## config.mk

```make
export PLATFORM = sky130hd
export DESIGN_NAME = ll1_table_parser
export DESIGN_NICKNAME = d
export VERILOG_FILES = /design/src/design/ll1p_pkg.sv /design/src/design/ll1p_stack.sv /design/src/design/ll1_table_parser.sv
export SDC_FILE = /design/constraint.sdc
export NUM_CORES = 1
export LEC_CHECK = 0
export BUFFER_PORTS_ARGS = -buffer_cell sky130_fd_sc_hd__buf_4
export CORE_MARGIN = 2
export CORE_UTILIZATION = 40
export CTS_BUF_LIST = sky130_fd_sc_hd__clkbuf_8
export CTS_CLUSTER_SIZE = 16
export DETAILED_ROUTE_END_ITERATION = 10
export PLACE_DENSITY = 0.63
export RECOVER_POWER = 25
export SLEW_MARGIN = 10
export SYNTH_ARGS = -nofsm -noshare
export SYNTH_HDL_FRONTEND = slang
export SYNTH_SLANG_ARGS = --single-unit
```

## constraint.sdc

```tcl
create_clock -name clk_i -period 10.6 [get_ports clk_i]
set_clock_uncertainty 0.1 [all_clocks]
set_input_delay 0.53 -clock clk_i [delete_from_list [all_inputs] [get_ports clk_i]]
set_output_delay 0.53 -clock clk_i [all_outputs]
set_load 0.02 [all_outputs]
```

## src/design/ll1p_pkg.sv

```systemverilog
// Package: grammar tables, symbol codes and sequencer states of the LL(1) parser
`default_nettype none
package ll1p_pkg;
  localparam int StackDepth = 64;
  localparam int SpW = $clog2(StackDepth + 1);
  localparam int AddrW = $clog2(StackDepth);
  localparam int GuardLimit = 8 * StackDepth + 64;
  localparam int GuardW = $clog2(GuardLimit + 2);
  localparam int NumNonterm = 23;
  localparam int TermBase = 23;
  localparam int MaxRhs = 8;

  typedef logic [5:0] sym_t;

  typedef enum logic [2:0] {
    ST_CONSUMED = 3'd0, ST_ACCEPTED = 3'd1, ST_NO_PROD = 3'd2, ST_MISMATCH = 3'd3,
    ST_TRAILING = 3'd4, ST_INCOMPLETE = 3'd5, ST_OVERFLOW = 3'd6, ST_AFTER_FAIL = 3'd7
  } status_e;

  typedef enum logic [2:0] {
    S_IDLE, S_FETCH, S_DECIDE, S_PUSH, S_FINISH, S_REARM, S_OUT, S_INIT
  } seq_state_e;

  localparam logic [5:0] CodeEmpty = 6'd0;
  localparam logic [5:0] CodeLam = 6'd1;

  // production table: 0 empty, 1 lambda, k>=2 production k-2
  function automatic logic [5:0] ptable(input logic [4:0] nt, input logic [4:0] t);
    logic [5:0] c;
    c = CodeEmpty;
    case (nt)
      5'd0: if (t == 5'd0) c = 6'd2;
      5'd1: if (t == 5'd7) c = CodeLam; else if (t >= 5'd17 && t <= 5'd21) c = 6'd3;
      5'd2: begin
        if (t == 5'd4 || t == 5'd6 || t == 5'd7 || t == 5'd10 || (t >= 5'd12 && t <= 5'd16))
          c = CodeLam;
        else if (t >= 5'd17 && t <= 5'd21) c = 6'd3;
        else if (t >= 5'd22) c = 6'd4;
      end
      5'd3: if (t >= 5'd17 && t <= 5'd21) c = 6'd5;
      5'd4: if (t == 5'd7) c = 6'd6; else if (t >= 5'd17 && t <= 5'd21) c = 6'd7;
      5'd5: if (t == 5'd6) c = CodeLam; else if (t == 5'd7) c = 6'd8;
      5'd6: if (t == 5'd5) c = 6'd9;
      5'd7: begin
        if (t == 5'd2) c = CodeLam;
        else if (t == 5'd8 || (t >= 5'd17 && t <= 5'd21)) c = 6'd10;
      end
      5'd8: begin
        if (t == 5'd2) c = CodeLam;
        else if (t == 5'd8 || t == 5'd13 || t == 5'd14) c = 6'd11;
      end
      5'd9: if (t == 5'd8) c = 6'd12; else if (t >= 5'd17 && t <= 5'd21) c = 6'd13;
      5'd10: if (t == 5'd8) c = 6'd14;
      5'd11: begin
        if (t == 5'd7 || t == 5'd11) c = 6'd15;
        else if (t >= 5'd17 && t <= 5'd21) c = CodeLam;
      end
      5'd12: if (t >= 5'd17 && t <= 5'd21) c = 6'd16;
      5'd13: if (t == 5'd9 || t == 5'd13 || t == 5'd14 || t >= 5'd17) c = 6'd17;
      5'd14: begin
        if (t == 5'd4 || t == 5'd10) c = CodeLam;
        else if (t == 5'd13) c = 6'd18;
        else if (t == 5'd14) c = 6'd19;
      end
      5'd15: if (t == 5'd9 || t == 5'd13 || t == 5'd14 || t >= 5'd17) c = 6'd20;
      5'd16: begin
        if (t == 5'd4 || t == 5'd10 || t == 5'd13 || t == 5'd14) c = CodeLam;
        else if (t == 5'd15) c = 6'd21;
        else if (t == 5'd16) c = 6'd22;
      end
      5'd17: begin
        if (t == 5'd9) c = 6'd23;
        else if (t == 5'd13 || t == 5'd14 || t >= 5'd22) c = 6'd24;
        else if (t >= 5'd17) c = 6'd25;
      end
      5'd18: if (t == 5'd13 || t == 5'd14 || t >= 5'd22) c = 6'd26;
      5'd19: begin
        if (t == 5'd4 || t == 5'd15 || t == 5'd16) c = CodeLam;
        else if (t >= 5'd22) c = 6'd27;
      end
      5'd20: begin
        if (t == 5'd13) c = 6'd28;
        else if (t == 5'd14) c = 6'd29;
        else if (t >= 5'd22) c = CodeLam;
      end
      5'd21: if (t >= 5'd17 && t <= 5'd21) c = 6'(t) + 6'd13;
      5'd22: if (t >= 5'd22) c = 6'(t) + 6'd13;
      default: c = CodeEmpty;
    endcase
    return c;
  endfunction

  function automatic logic [3:0] rhs_len(input logic [5:0] p);
    logic [3:0] n;
    case (p)
      6'd0: n = 4'd8;
      6'd1, 6'd2, 6'd5, 6'd8, 6'd9, 6'd15, 6'd18, 6'd25: n = 4'd2;
      6'd3, 6'd14: n = 4'd4;
      6'd4, 6'd6, 6'd16, 6'd17, 6'd19, 6'd20, 6'd21, 6'd24: n = 4'd3;
      6'd12: n = 4'd7;
      default: n = 4'd1;
    endcase
    return n;
  endfunction

  function automatic sym_t rhs_sym(input logic [5:0] p, input logic [2:0] k);
    sym_t s;
    s = 6'd0;
    case (p)
      6'd0: case (k)
        3'd0: s = 6'd23; 3'd1: s = 6'd1; 3'd2: s = 6'd27; 3'd3: s = 6'd26;
        3'd4: s = 6'd3; 3'd5: s = 6'd24; 3'd6: s = 6'd7; default: s = 6'd25;
      endcase
      6'd1: s = (k == 3'd0) ? 6'd21 : 6'd2;
      6'd2: s = (k == 3'd0) ? 6'd22 : 6'd2;
      6'd3: case (k)
        3'd0: s = 6'd4; 3'd1: s = 6'd29; 3'd2: s = 6'd6; default: s = 6'd27;
      endcase
      6'd4: case (k) 3'd0: s = 6'd1; 3'd1: s = 6'd30; default: s = 6'd4; endcase
      6'd5: s = (k == 3'd0) ? 6'd1 : 6'd5;
      6'd6: case (k) 3'd0: s = 6'd30; 3'd1: s = 6'd4; default: s = 6'd5; endcase
      6'd7: s = 6'd28;
      6'd8: s = (k == 3'd0) ? 6'd9 : 6'd7;
      6'd9: s = (k == 3'd0) ? 6'd7 : 6'd8;
      6'd10: s = 6'd10;
      6'd11: s = 6'd12;
      6'd12: case (k)
        3'd0: s = 6'd31; 3'd1: s = 6'd32; 3'd2: s = 6'd11; 3'd3: s = 6'd30;
        3'd4: s = 6'd1; 3'd5: s = 6'd33; default: s = 6'd27;
      endcase
      6'd13: s = 6'd34;
      6'd14: case (k)
        3'd0: s = 6'd1; 3'd1: s = 6'd35; 3'd2: s = 6'd13; default: s = 6'd27;
      endcase
      6'd15: s = (k == 3'd0) ? 6'd15 : 6'd14;
      6'd16: case (k) 3'd0: s = 6'd36; 3'd1: s = 6'd15; default: s = 6'd14; endcase
      6'd17: case (k) 3'd0: s = 6'd37; 3'd1: s = 6'd15; default: s = 6'd14; endcase
      6'd18: s = (k == 3'd0) ? 6'd17 : 6'd16;
      6'd19: case (k) 3'd0: s = 6'd38; 3'd1: s = 6'd17; default: s = 6'd16; endcase
      6'd20: case (k) 3'd0: s = 6'd39; 3'd1: s = 6'd17; default: s = 6'd16; endcase
      6'd21: case (k) 3'd0: s = 6'd32; 3'd1: s = 6'd13; default: s = 6'd33; endcase
      6'd22: s = 6'd18;
      6'd23: s = 6'd1;
      6'd24: case (k) 3'd0: s = 6'd20; 3'd1: s = 6'd22; default: s = 6'd19; endcase
      6'd25: s = (k == 3'd0) ? 6'd22 : 6'd19;
      6'd26: s = 6'd36;
      6'd27: s = 6'd37;
      default: s = p + 6'd12; // single terminal productions 28..42 -> 40..54
    endcase
    return s;
  endfunction
endpackage
`default_nettype wire

```

## src/design/ll1p_stack.sv

```systemverilog
// Symbol stack memory: one write port, one registered read port
`default_nettype none
module ll1p_stack (
  input  wire logic                  clk_i,
  input  wire logic                  we_i,
  input  wire logic [ll1p_pkg::AddrW-1:0] waddr_i,
  input  wire ll1p_pkg::sym_t        wdata_i,
  input  wire logic [ll1p_pkg::AddrW-1:0] raddr_i,
  output      ll1p_pkg::sym_t        rdata_o
);
  import ll1p_pkg::*;
  sym_t mem_q [StackDepth];
  always_ff @(posedge clk_i) begin
    if (we_i) begin
      mem_q[waddr_i] <= wdata_i;
    end
    rdata_o <= mem_q[raddr_i];
  end
endmodule
`default_nettype wire

```

## src/design/ll1_table_parser.sv

```systemverilog
// LL(1) parser: top of stack fetched from memory, one table step per fetch and decide.
// Steps: a table step (pop, expand or match) is a fetch and a decide, an expand then
//   pushes its symbols one per push state; finish, on a last token rearm, then output.
//   After a failure a token goes straight to finish. One token at a time: the next is
//   taken back in idle, after the result is registered and the output is not stalled.
// Reset: the init state writes the start symbol; a rearm after the last token rewrites it.
`default_nettype none
module ll1_table_parser (
  input  wire logic       clk_i,
  input  wire logic       rst_ni,
  input  wire logic       in_valid_i,
  output      logic       in_stall_o,
  input  wire logic [4:0] token_id_i,
  input  wire logic       last_token_i,
  output      logic       out_valid_o,
  input  wire logic       out_stall_i,
  output      logic [2:0] status_o,
  output      logic [5:0] fail_symbol_o,
  output      logic       program_done_o
);
  import ll1p_pkg::*;

  seq_state_e state_q, state_d;
  logic [SpW-1:0] sp_q, sp_d;
  logic failed_q, failed_d;
  logic [4:0] tok_q, tok_d;
  logic last_q, last_d;
  logic [GuardW-1:0] guard_q, guard_d;
  logic [5:0] prod_q, prod_d;
  logic [3:0] cnt_q, cnt_d;
  logic [2:0] st_q, st_d;
  logic [5:0] fs_q, fs_d;
  logic [2:0] ost_q, ost_d;
  logic [5:0] ofs_q, ofs_d;
  logic odone_q, odone_d;
  logic ovalid_q, ovalid_d;

  logic we;
  logic [AddrW-1:0] waddr, raddr;
  sym_t wdata, top;
  logic [5:0] code;

  ll1p_stack u_stack (
    .clk_i(clk_i), .we_i(we), .waddr_i(waddr), .wdata_i(wdata),
    .raddr_i(raddr), .rdata_o(top)
  );

  assign code = (top < 6'(NumNonterm)) ? ptable(top[4:0], tok_q) : CodeEmpty;
  // read the top of the stack as it stands after this cycle's pop or push
  assign raddr = AddrW'(sp_d - SpW'(1));

  always_comb begin
    state_d = state_q;
    case (state_q)
      S_IDLE: if (in_valid_i) state_d = failed_q ? S_FINISH : S_FETCH;
      S_FETCH: state_d = S_DECIDE;
      S_DECIDE: begin
        state_d = S_FINISH;
        if (sp_q != '0 && guard_q <= GuardW'(GuardLimit) && top < 6'(TermBase)) begin
          if (code == CodeLam) state_d = S_FETCH;
          else if (code != CodeEmpty &&
                   ({1'b0, sp_q} - (SpW+1)'(1) + (SpW+1)'(rhs_len(code - 6'd2)))
                     <= (SpW+1)'(StackDepth)) state_d = S_PUSH;
        end
      end
      S_PUSH: if (cnt_q == 4'd1) state_d = S_FETCH;
      S_FINISH: state_d = last_q ? S_REARM : S_OUT;
      S_REARM: state_d = S_OUT;
      S_OUT: if (!ovalid_q || !out_stall_i) state_d = S_IDLE;
      S_INIT: state_d = S_IDLE;
      default: state_d = S_IDLE;
    endcase
  end

  always_comb begin
    sp_d = sp_q; failed_d = failed_q; tok_d = tok_q; last_d = last_q;
    guard_d = guard_q; prod_d = prod_q; cnt_d = cnt_q; st_d = st_q; fs_d = fs_q;
    ost_d = ost_q; ofs_d = ofs_q; odone_d = odone_q;
    ovalid_d = ovalid_q && out_stall_i;
    we = 1'b0; waddr = AddrW'(sp_q); wdata = rhs_sym(prod_q, 3'(cnt_q - 4'd1));
    case (state_q)
      S_IDLE: if (in_valid_i) begin
        tok_d = token_id_i; last_d = last_token_i; guard_d = '0;
        st_d = failed_q ? ST_AFTER_FAIL : ST_CONSUMED; fs_d = '0;
      end
      S_DECIDE: begin
        guard_d = guard_q + GuardW'(1);
        if (sp_q == '0) begin
          st_d = ST_TRAILING;
        end else if (guard_q > GuardW'(GuardLimit)) begin
          st_d = ST_OVERFLOW; fs_d = top;
        end else if (top >= 6'(TermBase)) begin
          if (top == 6'(tok_q) + 6'(TermBase)) sp_d = sp_q - SpW'(1);
          else begin st_d = ST_MISMATCH; fs_d = top; end
        end else if (code == CodeEmpty) begin
          st_d = ST_NO_PROD; fs_d = top;
        end else if (code == CodeLam) begin
          sp_d = sp_q - SpW'(1);
        end else if (state_d == S_PUSH) begin
          sp_d = sp_q - SpW'(1); prod_d = code - 6'd2; cnt_d = rhs_len(code - 6'd2);
        end else begin
          st_d = ST_OVERFLOW; fs_d = top;
        end
      end
      S_PUSH: begin
        // push right-hand side reversed: last symbol first
        we = 1'b1; sp_d = sp_q + SpW'(1); cnt_d = cnt_q - 4'd1;
      end
      S_FINISH: begin
        // top holds the stack top left after the consuming pop
        if (st_q == ST_CONSUMED && last_q) begin
          if (sp_q == '0) st_d = ST_ACCEPTED;
          else begin st_d = ST_INCOMPLETE; fs_d = top; end
        end
        if (!failed_q && st_q >= ST_NO_PROD) failed_d = 1'b1;
      end
      S_INIT, S_REARM: begin
        we = 1'b1; waddr = '0; wdata = '0; sp_d = SpW'(1); failed_d = 1'b0;
      end
      S_OUT: if (!ovalid_q || !out_stall_i) begin
        ovalid_d = 1'b1; ost_d = st_q; ofs_d = fs_q; odone_d = last_q;
      end
      default: ;
    endcase
  end

  // start in init so the start symbol is written before the first item
  always_ff @(posedge clk_i or negedge rst_ni) begin
    if (!rst_ni) begin
      state_q <= S_INIT; sp_q <= SpW'(1); failed_q <= 1'b0; ovalid_q <= 1'b0;
    end else begin
      state_q <= state_d; sp_q <= sp_d; failed_q <= failed_d; ovalid_q <= ovalid_d;
    end
  end

  always_ff @(posedge clk_i) begin
    tok_q <= tok_d; last_q <= last_d; guard_q <= guard_d; prod_q <= prod_d;
    cnt_q <= cnt_d; st_q <= st_d; fs_q <= fs_d;
    ost_q <= ost_d; ofs_q <= ofs_d; odone_q <= odone_d;
  end

  assign in_stall_o = (state_q != S_IDLE);
  assign out_valid_o = ovalid_q;
  assign status_o = ost_q;
  assign fail_symbol_o = ofs_q;
  assign program_done_o = odone_q;
endmodule
`default_nettype wire

```

---- Yosys cells after proc, flatten, opt, wreduce, memory -nomap -nowiden ----
Memory sizes are Yosys's and may differ from the RTL's. A register that Yosys moved wholly into a read port is not among the register bits.
Cells that the tools add are included.
word-level totals
  register bits after elaboration ......... 57
  bits in writable memories ............... 384
  ROM bits ................................ 256
  input bits .............................. 10
  output and inout port bits .............. 12
  word-level logic and storage cells ...... 321
  memories kept ........................... 3
cells by class
  add/subtract/negate cells ............... 11
  magnitude comparators ................... 11
  equal/unequal tests ..................... 95
  mux-type cells .......................... 127
  bitwise logic cells ..................... 5
  reductions and logical operators ........ 55
memories
  name              depth  width  read ports  clocked after Yosys merged registers in  write ports  RTL line          text
  u_stack.mem_q     64     6      1           1                                        1            ll1p_stack.sv:12  sym_t mem_q [StackDepth];
  (name not given)  32     4      1           0                                        0            ll1p_pkg.sv:95    case (p)
  (name not given)  32     4      1           0                                        0            ll1p_pkg.sv:95
operators with widths
  operator              count
  $pmux W6 S28          1
  $pmux W6 S23          1
  $mux W4               24
  $mux W5               19
  $mux W6               15
  $mux W3               26
  $eq A5 B4 Y1 const B  15
  $eq A6 B5 Y1 const B  12
  $pmux W6 S2           5
  $mux W7               7
  $eq A6 B4 Y1 const B  8
  $eq A5 B3 Y1 const B  8
  $eq A5 B5 Y1 const B  8
  $pmux W6 S3           2
  $pmux W6 S6           1
  $pmux W5 S7           1
  $eq A6 B3 Y1 const B  4
  $pmux W3 S8           1
  $eq A3 B3 Y1 const B  7
  $pmux W7 S3           1
  $ne A2 B2 Y1 const B  10
  $pmux W10 S2          1
  $pmux W5 S2           2
  $logic_or A1 B1 Y1    19
  56 further kinds      106

---- Longest topological paths before layout ----
Gate-level depths: netlist (run 1).
An unclocked memory read counts as a cell.
  depth after elaboration ................. 30
  mapped depth ............................ 43
  depth with buffers taken out ............ 36

---- Hierarchy ----
From an unflattened synthesis (run 1), not the netlist that was laid out.
second synthesis, totals
  cell total of the unflattened synthesis .. 1518
  area total of the unflattened synthesis .. 21486.9 µm²
by module, submodules not included
  module            times used  cells an instance  area an instance (µm²)  sequential area each (µm²)
  ll1p_stack        1           729                15205.8                 11651.2
  ll1_table_parser  1           789                6281.0                  1656.6

---- Worst setup path before layout (run 1) ----
Ideal clock, no wire load.
  path kind ............................... register to register
  start ................................... register tok_q[0]
  end ..................................... register u_stack.rdata_o[4], read port of u_stack.mem_q
  setup time .............................. 0.122 ns
  data arrival time ....................... 10.169 ns
  data required time ...................... 10.378 ns
  setup slack ............................. 0.209 ns
  stages on the path, launching flop included .. 41
  buffers on the path ..................... 7
  period minus slack after synthesis ...... 10.391 ns
  cell sequence ........................... edfxtp_1 -> buf_6 -> inv_1 -> ha_1 -> nor4bb_1 -> nand2b_1 -> a211o_1 -> a21oi_1 -> o21ai_0 -> nand4_1 -> and2_1 -> inv_1 -> ha_1 -> xnor2_1 -> inv_1 -> a21oi_1 -> nor2_1 -> nor4_1 -> [5 not listed] -> o311ai_0 -> o311ai_0 -> and4_4 -> a21oi_1 -> a311o_1 -> and2_1 -> o211ai_4 -> buf_2 -> buf_1 -> ha_1 -> clkbuf_1 -> clkbuf_1 -> dlygate4sd3_1 -> clkbuf_1 -> mux4_2 -> nand2_1 -> nand4_1 -> a221o_1
between the ends
  cells in the longest elaborated chain, start to end .. 30
  elaborated cells between the ends (all ways) .. 111
  those cells by class .................... add/sub: 5; order compare: 6; eq/ne: 16; mux: 59; reduce/logical: 24; memory: 1
RTL lines
  what                                                                    RTL line                 text
  start: declaration                                                      ll1_table_parser.sv:26   logic [4:0] tok_q, tok_d;
  start signal: assignment                                                ll1_table_parser.sv:137  tok_q <= tok_d; last_q <= last_d; guard_q <= guard_d; prod_q <= prod_d;
  parallel branches: the longest is 25 deep, another holds $sub A6 B2 Y6  --
  $mux W7 *                                                               ll1_table_parser.sv:92   end else if (top >= 6'(TermBase)) begin
  $mux W7 *                                                               ll1_table_parser.sv:90   end else if (guard_q > GuardW'(GuardLimit)) begin
  $mux W7 *                                                               ll1_table_parser.sv:88   if (sp_q == '0) begin
  $pmux W7 S3 *                                                           ll1_table_parser.sv:81   case (state_q)
  $sub A6 B1 Y6 *                                                         ll1_table_parser.sv:50   assign raddr = AddrW'(sp_d - SpW'(1));
  end: declaration                                                        ll1p_stack.sv:9          output ll1p_pkg::sym_t rdata_o
Mark *: on every way between the ends. The select of a mux whose other input is x is not followed.
A chain may end at the register's enable or synchronous reset.

---- Worst setup path in the final report (run 1) ----
  start ................................... register tok_q[1]
  end ..................................... register u_stack.rdata_o[0], read port of u_stack.mem_q
Same word-level chain as after synthesis.

==> results of run 1 <==
==> layout make-up <==
type | count | area [um2]
clock inverters | 58 | 410
fillers | 4751 | 29600
well taps | 696 | 871
clock buffers | 78 | 1070
diodes | 1 | 2.50
flip-flops and latches | 447 | 13300
repair buffers | 57 | 442
multi-input cells | 984 | 7820
inverters | 50 | 188
==> report_power, final <==
part	internal [W]	switching, W	total (W)
Sequential	0.00215	0.000164	0.00232
Combinational	0.00149	0.00212	0.00361
Clock	0.000814	0.000709	0.00152
Total	0.00446	0.00299	0.00745
==> worst max-delay path, delay by kind of cell (launching register included) <==
kind                     cells  cell delay [ns]
AO/OA/AOI/OAI               12             2.75
AND/OR/NAND/NOR             10             2.71
adder cells (fa/ha/maj)      6             1.93
buffers and inverters        5             0.82
flip-flops                   1             0.54
multiplexers                 1             0.53
XOR/XNOR                     1             0.24
==> sequential cells by signal (all words and copies together) (netlist names) <==
signal	flops
program_done_o	1
u_stack.mem_q	384
tok_q	5
u_stack.rdata_o	6
st_q	3
sp_q	7
failed_q	1
cnt_q	4
guard_q	10
state_q	3
status_o	3
fs_q	6
prod_q	6
fail_symbol_o	6
out_valid_o	1
last_q	1
==> what timing repair did <==
| item | 4_1_cts | 5_1_grt |
|---|---|---|
| hold endpoints to repair | 19 | 0 |
| gates resized for setup | 0 | 1 |
| setup endpoints to repair | 0 | 5 |
| hold buffers | 8 | 0 |
==> stage by stage <==
step	worst slack [ns]	std cells	hold WS, ns	total power, W	cell area, um2
2_1_floorplan	0.209	1571	0.134	0.00486	21700
3_3_place_gp	0.994	2226	0.294	0.00592	22600
3_5_place_dp	0.753	2226	0.299	0.00594	22600
4_1_cts	0.652	2370	0.0438	0.00748	24200
5_1_grt	0.00500	2371	0.0590	0.00784	24100
6_report	0.789	2371	0.0995	0.00745	24100
==> final timing paths <==
path                                  startpoint                         end  cells past startpoint  slack, ns
max in group asynchronous                 rst_ni       out_valid_o$_DFF_PN0_                      2       9.41
hold reg to reg            fs_q[0]$_SDFFCE_PP0P_  fail_symbol_o[0]$_DFFE_PP_                      0       0.30
hold / removal                        in_valid_i        state_q[0]$_DFF_PN1_                      2        0.1
setup / recovery              tok_q[1]$_DFFE_PP_  u_stack.rdata_o[0]$_DFF_P_                     35       0.79
min in group asynchronous                 rst_ni         sp_q[6]$_DFFE_PN0P_                      2       0.43
setup reg to reg              tok_q[1]$_DFFE_PP_  u_stack.rdata_o[0]$_DFF_P_                     35       0.79
==> metal layers <==
metal	GRT usage, %	up-vias
li1	-	6226
met1	27.5	7127
met2	30.8	622
met3	3.96	131
met4	7.54	0
met5	0	-
==> cell usage in the layout (no fill, tap or decap), types with 9 or more instances in the layout <==
master | netlist | routed
nand4_1 | 15 | 15
nor4_1 | 11 | 11
clkinv_1 | 1 | 15
a31oi_1 | 16 | 16
mux4_2 | 96 | 96
o22ai_1 | 9 | 9
xor2_1 | 12 | 12
nor2_1 | 162 | 160
nand2b_1 | 13 | 13
nor3_1 | 37 | 37
inv_1 | 49 | 71
and3_1 | 42 | 42
clkbuf_1 | 50 | 15
clkbuf_8 | 0 | 78
o31ai_1 | 11 | 11
o21ai_0 | 45 | 45
a211oi_1 | 10 | 10
mux2i_1 | 18 | 18
nand2_1 | 122 | 122
ha_1 | 43 | 42
nand3_1 | 36 | 36
and2_0 | 2 | 10
nor2b_1 | 10 | 10
xnor2_1 | 21 | 20
buf_4 | 4 | 25
a21oi_1 | 63 | 60
edfxtp_1 | 429 | 429
==> cell families (layout without fill, tap and decap cells) <==
group / Yosys count / after routing / share of synthesized area (%)
buffers and inverters: 140 / 243 / 2.99
other: 0 / 1 / 0
XOR/XNOR: 35 / 35 / 1.53
adder cells (fa/ha/maj): 44 / 44 / 2.57
AND/OR/NAND/NOR: 525 / 525 / 12.0
AO/OA/AOI/OAI: 265 / 265 / 8.69
multiplexers: 115 / 115 / 10.9
flip-flops: 447 / 447 / 61.4
==> metrics.cfg, run 1 <==
[worst_hold_path]
min_path_type=primary input to register

[floorplanning]
rows=85
die_area_mm2=0.0561
core_mm2=0.0537
dieWidth_um=237
initial_core_util_pct=40.4
fp.dieH_um=237
ios=22

[sta]
period_needed_ns=9.81
hold_viol=0
rsz0062_at_grt=no
period_share_pct=92.6
fmax_mhz=102
maxSlewHeadroom_pct=13.3
finalSetupViolCount=0
worst_pin_slew_ns=1.30
setup_tns_ns=0
report.final.slew_viol_count=0

[global_routing]
grt_pass1_wl_um=84900
antenna_found_initial=1
grt_overflow=0
grt_max_degree=98
grt.total_usage_pct=19.8
grt_pass1_vias=14000

[cells_and_area]
syn2layout_area_growth_pct=11.2
drive_above_1_share_pct=16.7
nNetsFinal=1669
post-route-util_pct=44.9

[logic_synthesis]
yosys_warnings=0
seq_area_frac_synth_pct=61.4
syn_avg_cell_area_um2=13.8
synth_nets=1625
syn_inst=1571
yosys-top-cells-count=429 x edfxtp_1, 162 x nor2_1, 122 x nand2_1
ys_types=110
ys_seq_elements=447
yosys.area.top_type_share_pct=59.4
async_flop_share_pct=2.68
syn_area_mm2=0.0217
synth_top_flop_cell=edfxtp_1
yosys.cell_count.top_type=edfxtp_1
synth_edf_count=429
synth_top_area_cell=edfxtp_1
ys_top_cells_by_area=edfxtp_1 59%, mux4_2 10%, nor2_1 2.8%

[pwr]
p_per_area_mw_per_mm2=309
peakVddDrop_uv=200
p_leak_nw=8.07

[cts]
clk_pin_slew_ns=0.06
htreeDepth=3
cts_tree=built
clkSinkCount=447
post_cts_buffers=0
clkLatencyLatePin_ns=0.66
numCtsBuffers=75
clockRootBuffer=clkbuf_8
cts_buffer_depth=3

[critical_path]
crit_arrival_ns=10.24
required_ns=11.03
crit_path_start_kind=register
crit_slowest_cell=edfxtp_1
crit_type=register to register
crit_fanout=29
cpPeakStageDelay_ns=0.54
critPathCaptureType=register

[status]
outcome=finished clean

[detailed_routing]
via_per_inst=5.95
met3_length_um=4150
vias=14100
first_iter_violations=1635
wl_per_cell_um=23.4
first_pass_iters=5
drc=0
highest_layer=met4
drt_wl_total_um=55500
wl_met2_um=25800
ant_nets=0
m1WireLength_um=23700

[job]
maxCapViolCount=0

[placed_design]
place.gp.congestion=0.910
hpwl_um=36400
numPortBuffers=21

No activity file was read; power rests on OpenSTA's default activity.
==> run 2, diff against run 1 <==
Settings changed: CTS_BUF_LIST sky130_fd_sc_hd__clkbuf_8 to sky130_fd_sc_hd__clkbuf_2.
==> metrics.cfg, run 2 (synthesis results as in run 1) <==
[critical_path]
required_ns=11.49  ; +0.46 ns
reg2reg_from=tok_q[0]$_DFFE_PP_
reg2reg_to=u_stack.rdata_o[0]$_DFF_P_
crit_arrival_ns=10.75  ; +0.51 ns
rr_worst_depth=34  ; -2.9%
crit_slowest_cell=edfxtp_1
crit_type=register to register
crit_fanout=29  ; unchanged
cpPeakStageDelay_ns=0.57  ; +0.03 ns
critPathCaptureType=register
crit_path_start_kind=register
reg2reg_slack_ns=0.74  ; -0.05 ns

[pwr]
p_per_area_mw_per_mm2=298  ; -3.4%
peakVddDrop_uv=177  ; -12%
p_leak_nw=8.05  ; -0.17%

[cts]
cts_tree=built
post_cts_buffers=0  ; unchanged
clkSinkCount=447  ; unchanged
htreeDepth=3  ; unchanged
clk_pin_slew_ns=0.11  ; +0.05 ns
cts_buffer_depth=3  ; unchanged
numCtsBuffers=111  ; +48%
clkLatencyLatePin_ns=1.11  ; +0.45 ns
clockRootBuffer=clkbuf_2

[worst_hold_path]
holdCritStartpoint=in_valid_i
min_path_type=primary input to register
min_path_cells=3  ; +1
min_to=state_q[0]$_DFF_PN1_

[placed_design]
place.gp.congestion=0.910  ; unchanged
hpwl_um=36400  ; unchanged
numPortBuffers=21  ; unchanged

[global_routing]
grt_pass1_wl_um=85600  ; +0.89%
grt_max_degree=98  ; unchanged
grt_pass1_vias=14300  ; +2.5%
antenna_found_initial=2  ; +1
grt.total_usage_pct=19.9  ; +0.14 points
grt_overflow=0  ; unchanged

[cells_and_area]
reg_top3=u_stack.mem_q (384), guard_q (10), sp_q (7)
layout_commonest_cell=edfxtp_1
drive_above_1_share_pct=20.3  ; +3.6 points
nNetsFinal=1714  ; +2.7%
syn2layout_area_growth_pct=9.56
layout_common_cells=429 x edfxtp_1, 160 x nor2_1, 157 x clkbuf_2
largest_reg_flops=384  ; unchanged
largest_register=u_stack.mem_q

[detailed_routing]
vias=14300  ; +1.1%
ant_nets=0  ; unchanged
drt_wl_total_um=55600  ; +0.13%
wl_per_cell_um=22.8  ; -2.7%
via_per_inst=5.85  ; -1.8%
first_pass_iters=6  ; +1
drc=0  ; unchanged
first_iter_violations=1700  ; +4.0%

[sta]
maxSlewHeadroom_pct=12.0  ; -1.4 points
finalSetupViolCount=0  ; unchanged
setup_tns_ns=0  ; unchanged
period_needed_ns=9.86  ; +0.0462 ns
fmax_mhz=101  ; -0.47%
hold_viol=0  ; unchanged
report.final.slew_viol_count=0  ; unchanged
worst_pin_slew_ns=1.32  ; +0.0205 ns
whs_ns=0.176  ; +0.0768 ns
rsz0062_at_grt=no
period_share_pct=93.0  ; +0.44 points

[floorplanning]
die_area_mm2=0.0561  ; unchanged
dieWidth_um=237  ; unchanged
ios=22  ; unchanged
initial_core_util_pct=40.4  ; unchanged
fp.dieH_um=237  ; unchanged
core_mm2=0.0537  ; unchanged
rows=85  ; unchanged

[job]
maxCapViolCount=0  ; unchanged

[status]
outcome=finished clean

==> run 2: final cells by class <==
class / count / area (um2)
antenna: 3 / 7.51
sequential: 447 / 13300
multi-input combinational: 984 / 7820
clock buffer: 157 / 786
inverter: 50 / 188
timing repair buffer: 66 / 539
clock inverter: 36 / 244
tap: 696 / 871
fill: 4823 / 29900
==> run 2: through the flow <==
step	instance area (um2)	setup slack, ns	cells	utilization, %	power, W
2_1_floorplan	21700	0.209	1571	-	0.00486
3_3_place_gp	22600	0.994	2226	42.1	0.00592
3_5_place_dp	22600	0.753	2226	42.1	0.00594
4_1_cts	23800	0.573	2436	44.3	0.00714
5_1_grt	23800	0.00167	2439	44.2	0.00751
6_report	23800	0.743	2439	44.2	0.00709
==> run 2: worst max path at each step <==
stage	start	end	depth (start not counted)
floorplan	tok_q[0]$_DFFE_PP_	u_stack.rdata_o[4]$_DFF_P_	40
global placement	tok_q[0]$_DFFE_PP_	u_stack.rdata_o[0]$_DFF_P_	35
detailed placement	tok_q[0]$_DFFE_PP_	u_stack.rdata_o[0]$_DFF_P_	35
CTS	tok_q[0]$_DFFE_PP_	u_stack.rdata_o[1]$_DFF_P_	35
global route	tok_q[0]$_DFFE_PP_	u_stack.rdata_o[2]$_DFF_P_	34
finish	tok_q[0]$_DFFE_PP_	u_stack.rdata_o[0]$_DFF_P_	34
==> run 2: per-layer routing <==
metal,up-vias,wire [um],GRT usage [%]
li1,6346,-,-
met2,661,26100,31.3
met3,111,4270,4.06
met1,7138,23700,27.5
met4,0,1590,7.36
met5,-,0,0
==> run 2: critical path: cells and delay by family, from the launching register on <==
family | cells | cell delay [ns]
simple gates | 11 | 3.07
compound gates | 12 | 2.91
fa+ha+maj | 5 | 1.67
buf+inv | 4 | 0.66
flops | 1 | 0.57
mux | 1 | 0.52
xor+xnor | 1 | 0.16
==> run 2: what timing repair did <==
item                                   in CTS  in global routing
resized for setup                           0                  1
hold buffers                               17                  0
endpoints found under the hold margin      56                  0
setup endpoints to repair                   0                  6
==> run 2: power by group <==
group	internal, W	switching (W)	total, W
Combinational	0.00150	0.00211	0.00361
Sequential	0.00215	0.000162	0.00231
Clock	0.000476	0.000696	0.00117
